$ cat src/rtl/core/otl_pkg.sv
// shared types, constants and helpers for the operator table lookup
`default_nettype none
package otl_pkg;

  localparam int BUCKETS = 32;
  localparam int ENTRIES = 256;

  localparam int BKT_W   = $clog2(BUCKETS);
  localparam int IDX_W   = $clog2(ENTRIES);
  localparam int PTR_W   = $clog2(ENTRIES + 1);
  localparam int NAME_W  = 16;
  localparam int LEVEL_W = 16;
  localparam int TYPE_W  = 3;
  localparam int MODE_W  = 2;

  typedef logic [PTR_W-1:0]   ptr_t;
  typedef logic [IDX_W-1:0]   idx_t;
  typedef logic [BKT_W-1:0]   bkt_t;
  typedef logic [NAME_W-1:0]  name_t;
  typedef logic [LEVEL_W-1:0] level_t;
  typedef logic [TYPE_W-1:0]  optype_t;
  typedef logic [1:0]         pos_t;

  localparam ptr_t NIL = PTR_W'(ENTRIES);

  typedef enum logic [MODE_W-1:0] {
    MODE_ADD   = 2'd0,
    MODE_LEVEL = 2'd1,
    MODE_QUERY = 2'd2,
    MODE_NOP   = 2'd3
  } mode_t;

  localparam optype_t OP_FX  = 3'd0;
  localparam optype_t OP_FY  = 3'd1;
  localparam optype_t OP_XFX = 3'd2;
  localparam optype_t OP_XFY = 3'd3;
  localparam optype_t OP_YFX = 3'd4;
  localparam optype_t OP_XF  = 3'd5;
  localparam optype_t OP_YF  = 3'd6;

  localparam pos_t POS_PREFIX = 2'd0;
  localparam pos_t POS_INFIX  = 2'd1;
  localparam pos_t POS_SUFFIX = 2'd2;

  typedef struct packed {
    name_t                    name;
    ptr_t                     next;
    logic [2:0][LEVEL_W-1:0]  levels;
    logic [2:0][TYPE_W-1:0]   types;
  } entry_t;

  typedef struct packed {
    logic accept;
    logic issue_read;
    logic hit;
    logic advance;
    logic act;
  } cmd_t;

  typedef struct packed {
    logic ptr_ok;
    logic name_match;
    logic out_free;
  } sts_t;

  function automatic pos_t pos_of(optype_t t);
    pos_t p;
    if (t <= OP_FY) begin
      p = POS_PREFIX;
    end else if (t >= OP_XF) begin
      p = POS_SUFFIX;
    end else begin
      p = POS_INFIX;
    end
    return p;
  endfunction

endpackage
`default_nettype wire

$ cat src/rtl/core/otl_ctrl.sv
// sequencing state machine for the chain walk and table update
`default_nettype none
module otl_ctrl (
  input  wire logic          clk,
  input  wire logic          rst,
  input  wire logic          in_valid,
  output logic               in_ready,
  input  wire otl_pkg::sts_t sts,
  output otl_pkg::cmd_t      cmd
);

  typedef enum logic [1:0] {
    ST_IDLE,
    ST_CHECK,
    ST_READ,
    ST_ACT
  } state_t;

  state_t state;
  state_t state_next;

  always_comb begin
    state_next = state;
    cmd        = '0;
    case (state)
      ST_IDLE: begin
        if (in_valid && in_ready) begin
          cmd.accept = 1'b1;
          state_next = ST_CHECK;
        end
      end
      ST_CHECK: begin
        if (sts.ptr_ok) begin
          cmd.issue_read = 1'b1;
          state_next     = ST_READ;
        end else begin
          state_next = ST_ACT;
        end
      end
      ST_READ: begin
        if (sts.name_match) begin
          cmd.hit    = 1'b1;
          state_next = ST_ACT;
        end else begin
          cmd.advance = 1'b1;
          state_next  = ST_CHECK;
        end
      end
      ST_ACT: begin
        if (sts.out_free) begin
          cmd.act    = 1'b1;
          state_next = ST_IDLE;
        end
      end
      default: begin
        state_next = ST_IDLE;
      end
    endcase
  end

  always_ff @(posedge clk) begin
    if (rst) begin
      state    <= ST_IDLE;
      in_ready <= 1'b1;
    end else begin
      state    <= state_next;
      in_ready <= (state_next == ST_IDLE);
    end
  end

endmodule
`default_nettype wire

$ cat config.mk
export PLATFORM = sky130hd
export DESIGN_NAME = otl_ctrl
export DESIGN_NICKNAME = d
export VERILOG_FILES = /design/src/rtl/core/otl_pkg.sv /design/src/rtl/core/otl_ctrl.sv
export SDC_FILE = /design/constraint.sdc
export NUM_CORES = 1
export LEC_CHECK = 0
export BUFFER_PORTS_ARGS = -buffer_cell sky130_fd_sc_hd__buf_2
export CORE_AREA = 2 2 39 41
export DETAILED_ROUTE_END_ITERATION = 6
export DIE_AREA = 0 0 41 43
export GPL_TIMING_DRIVEN = 1
export SETUP_SLACK_MARGIN = 0.4
export SYNTH_ARGS = -nofsm -noshare
export SYNTH_HDL_FRONTEND = slang
export SYNTH_SLANG_ARGS = --single-unit
$ cat constraint.sdc
create_clock -name clk -period 1.3 [get_ports clk]
set_clock_uncertainty 0.15 [all_clocks]
set_input_delay 0.065 -clock clk [delete_from_list [all_inputs] [get_ports clk]]
set_output_delay 0.065 -clock clk [all_outputs]
set_load 0.005 [all_outputs]
# Word level (Yosys, flattened, before mapping)
# Index checks and enable logic that the tools add are counted.
[totals]
output_inout_bits = 6
regBits = 3
wordCells = 22
input_bits = 6
[classes]
eq_ne = 3
reduce_logical = 3
n_mux = 14
[ops]
columns = ["operator", "count"]
rows = [
  ["2-to-1 mux 1 bit", 9],
  ["2-to-1 mux 2 bit", 4],
  ["one-hot mux 2 bit (4 select lines)", 1],
  ["== test 2 bit (second input constant)", 2],
  ["logical NOT 2 bit", 2],
  ["== test 2 x 1 -> 1 bit (second input constant)", 1],
  ["logical AND 1 bit", 1],
]

# Longest topological paths before layout
[logic_depth]
word_depth = 4
mapped_depth = 3
mapped_depth_nobuf = 3

# Worst setup path after synthesis
# OpenSTA, ideal clock, no wires.
[synth_path]
kind = "reg2reg"
from = "register state[0]"
to = "register in_ready"
period_less_slack_ps = 1077
slack_ps = 223
setup_time_ps = 63
t_required_ps = 1087
path_stages_with_launch = 4
path_buffers = 0
t_arrival_ps = 864
path_cell_list = "dfxtp_1 > and3b_1 > o21ba_1 > nor2_2"
[synth_between]
elab_chain_len = 3
[synth_rtl]
columns = ["item", "line_no", "text"]
rows = [
  ["start: declaration", "otl_ctrl.sv:19", "state_t state;"],
  ["start signal: assignment", "otl_ctrl.sv:66", "state <= state_next;"],
  ["== test 2 bit, or another cell as far along", "otl_ctrl.sv:25", "case (state)"],
  ["one-hot mux 2 bit (4 select lines) *", "otl_ctrl.sv:25", ""],
  ["logical NOT 2 bit *", "otl_ctrl.sv:67", "in_ready <= (state_next == ST_IDLE);"],
  ["end signal: assignment", "otl_ctrl.sv:67", ""],
  ["end: declaration", "otl_ctrl.sv:7", "output logic in_ready,"],
]
# Mark *: on every way between the ends. The rest lies on a longest branch, timed or not.
# A chain may end at the register's enable or synchronous reset.

==> results.json <==
{
  "status": "finished, violations left",
  "violations": "hold timing",
  "core-area_sq_mm": 0.00138,
  "synth_area_sq_um": 154,
  "drtIter0Drc": 0,
  "cts_buffer_depth": 2,
  "grt_util_all_layers_pct": 5.23,
  "die_w_um": 41,
  "arrival_ns": 0.94,
  "yosysSeqAreaShare_pct": 39.0,
  "synthCells": 16,
  "cellLeakagePower_nw": 0.138,
  "synth_nets": 22,
  "fillCellCount": 156,
  "wl_per_cell_um": 8.11,
  "crit_path_end_kind": "primary output",
  "initial_core_util_pct": 11.1,
  "die-area_sq_mm": 0.00176,
  "routabilityCongestion": 0.542,
  "drv_slew": 0,
  "power_density_mw_per_mm2": 1310,
  "n_antenna_cell": 0,
  "max_slew_margin_pct": 82.6,
  "die_y_um": 43,
  "synth-seq-cells": 3,
  "hpwl_um": 305,
  "period_share_pct": 88.6,
  "grt_overflow": 0,
  "max-cap-violations": 0,
  "hold_viol_final": 3,
  "worst-setup-path-type": "reg2out",
  "setup_tns_ns": 0,
  "first_pass_iters": 1,
  "fin_crit_ns": 1.15,
  "drcViolationCount": 0,
  "grt_pass1_vias": 153,
  "h-tree-depth": 1,
  "numCtsBuffers": 3,
  "syn_area_per_cell_sq_um": 9.62,
  "drive_above_1_share_pct": 74.2,
  "layout.nets": 38,
  "grt_pass1_wl_um": 552,
  "required_ns": 1.09,
  "tritoncts": "yes",
  "startpoint_type": "flip-flop",
  "rsz0062_at_grt": "yes",
  "vias": 172,
  "crit_path_max_fanout": 8,
  "areaGrowthSynthToFinish_pct": 82.9,
  "avgViaCountPerCell": 3.66,
  "io_buffers": 11,
  "worstHoldPathType": "in2reg",
  "ir_drop_v": 0.000402,
  "final_util_pct": 20.3,
  "num_io_pins": 12,
  "grt_max_degree": 9,
  "clkLatencyLatePin_ns": 0.23,
  "setup_viol": 0,
  "worst_slew_pin_slew_ns": 0.261,
  "cts.clk_slew.worst_paths_ns": 0.04,
  "yosysWarnings": 0,
  "grt_antenna_before_repair": 0,
  "row_count": 14,
  "post_cts_buffers": 0,
  "fmax_mhz": 868,
  "cts_sinks": 3,
  "antenna_left": 0,
  "ys_types": 12,
  "whs_ns": -0.125,
  "wl_um": 381,
  "cts-root-buf": "clkbuf_4"
}
-- flip-flops by register name (all words and copies together) (netlist names) --
register	flops
in_ready	1
state	2
-- layout by cell type, fill, tap and decap left out --
cell / netlist / routed
and3b_1: 1 / 1
clkbuf_1: 0 / 1
and3_4: 0 / 1
nand3b_1: 1 / 1
o21ba_1: 1 / 1
nor3_1: 2 / 1
buf_6: 0 / 1
and3_2: 2 / 1
clkbuf_4: 0 / 3
inv_4: 0 / 1
nand2_1: 1 / 1
nand2b_1: 1 / 1
a311oi_2: 1 / 1
dfxtp_4: 0 / 2
buf_2: 0 / 10
dfxtp_2: 0 / 1
nor3_2: 0 / 1
a21boi_0: 1 / 1
nor2_2: 1 / 1
-- power by group --
group / switching, W / internal (W)
sequential: 0.0000195 / 0.000112
combinational: 0.0000318 / 0.0000439
clock: 0.0000466 / 0.000115
total: 0.0000980 / 0.000271
-- critical path: stages, from the launching register on --
cell,delay (ns)
dfxtp_4,0.36
and3b_1,0.23
buf_2,0.12
-- per-layer routing --
layer / global-route usage (%) / wire, um / up-vias
met1: 5.18 / 176 / 71
met4: 2.00 / 0 / 0
met5: 0 / 0 / -
met2: 6.56 / 152 / 9
met3: 6.28 / 52 / 0
li1: - / - / 92
-- path summary, 6_finish.rpt --
check / slack [ns] / cells past startpoint / end / start
min reg2reg: 0.39 / 2 / state[0]$_SDFF_PP0_ / in_ready$_SDFF_PP1_
max: 0.15 / 2 / cmd[2] / state[0]$_SDFF_PP0_
min: -0.13 / 2 / state[0]$_SDFF_PP0_ / rst
max reg2reg: 0.20 / 3 / in_ready$_SDFF_PP1_ / state[0]$_SDFF_PP0_
-- repair_timing --
action,CTS,global route
endpoints found under the hold margin,3,2
pin swaps,0,2
resized for setup,7,1
setup endpoints to repair,9,9
-- Yosys cell counts --
| cell type | instances | share of area (%) |
|---|---|---|
| nor2_2 | 1 | 4.1 |
| dfxtp_1 | 3 | 39 |
| nand2b_1 | 1 | 4.1 |
| a311oi_2 | 1 | 9.8 |
| and3b_1 | 1 | 5.7 |
| o21ba_1 | 1 | 6.5 |
| nand2_1 | 1 | 2.4 |
| nand3b_1 | 1 | 4.9 |
| inv_1 | 1 | 2.4 |
| and3_2 | 2 | 9.8 |
| a21boi_0 | 1 | 4.9 |
| nor3_1 | 2 | 6.5 |
-- logic make-up after synthesis --
family,Yosys count,synth area share (%)
flip-flops,3,39.0
AO/OA/AOI/OAI,3,21.1
AND/OR/NAND/NOR,9,37.4
buffers and inverters,1,2.44
-- area by class of cell --
class / instances / area [sq um] / share of cell area, %
Tap cell: 16 / 20.0 / 7.11
Clock buffer: 4 / 26.3 / 9.33
Inverter: 1 / 6.26 / 2.22
Timing Repair Buffer: 11 / 61.3 / 21.8
Multi-Input combinational cell: 12 / 98.8 / 35.1
Sequential cell: 3 / 68.8 / 24.4
-- per-stage QoR --
| stage | power, W | cells | setup WS [ns] | area, sq um |
|---|---|---|---|---|
| 3_3_place_gp | 0.000202 | 43 | 0.228 | 234 |
| 5_1_grt | 0.000397 | 47 | 0.114 | 282 |
| 3_5_place_dp | 0.000202 | 43 | 0.216 | 234 |
| 4_1_cts | 0.000381 | 47 | 0.142 | 275 |
| 6_report | 0.000369 | 47 | 0.148 | 282 |
| 2_1_floorplan | 0.000167 | 16 | 0.274 | 159 |
Note: power is estimated with default switching activity, not from simulation.
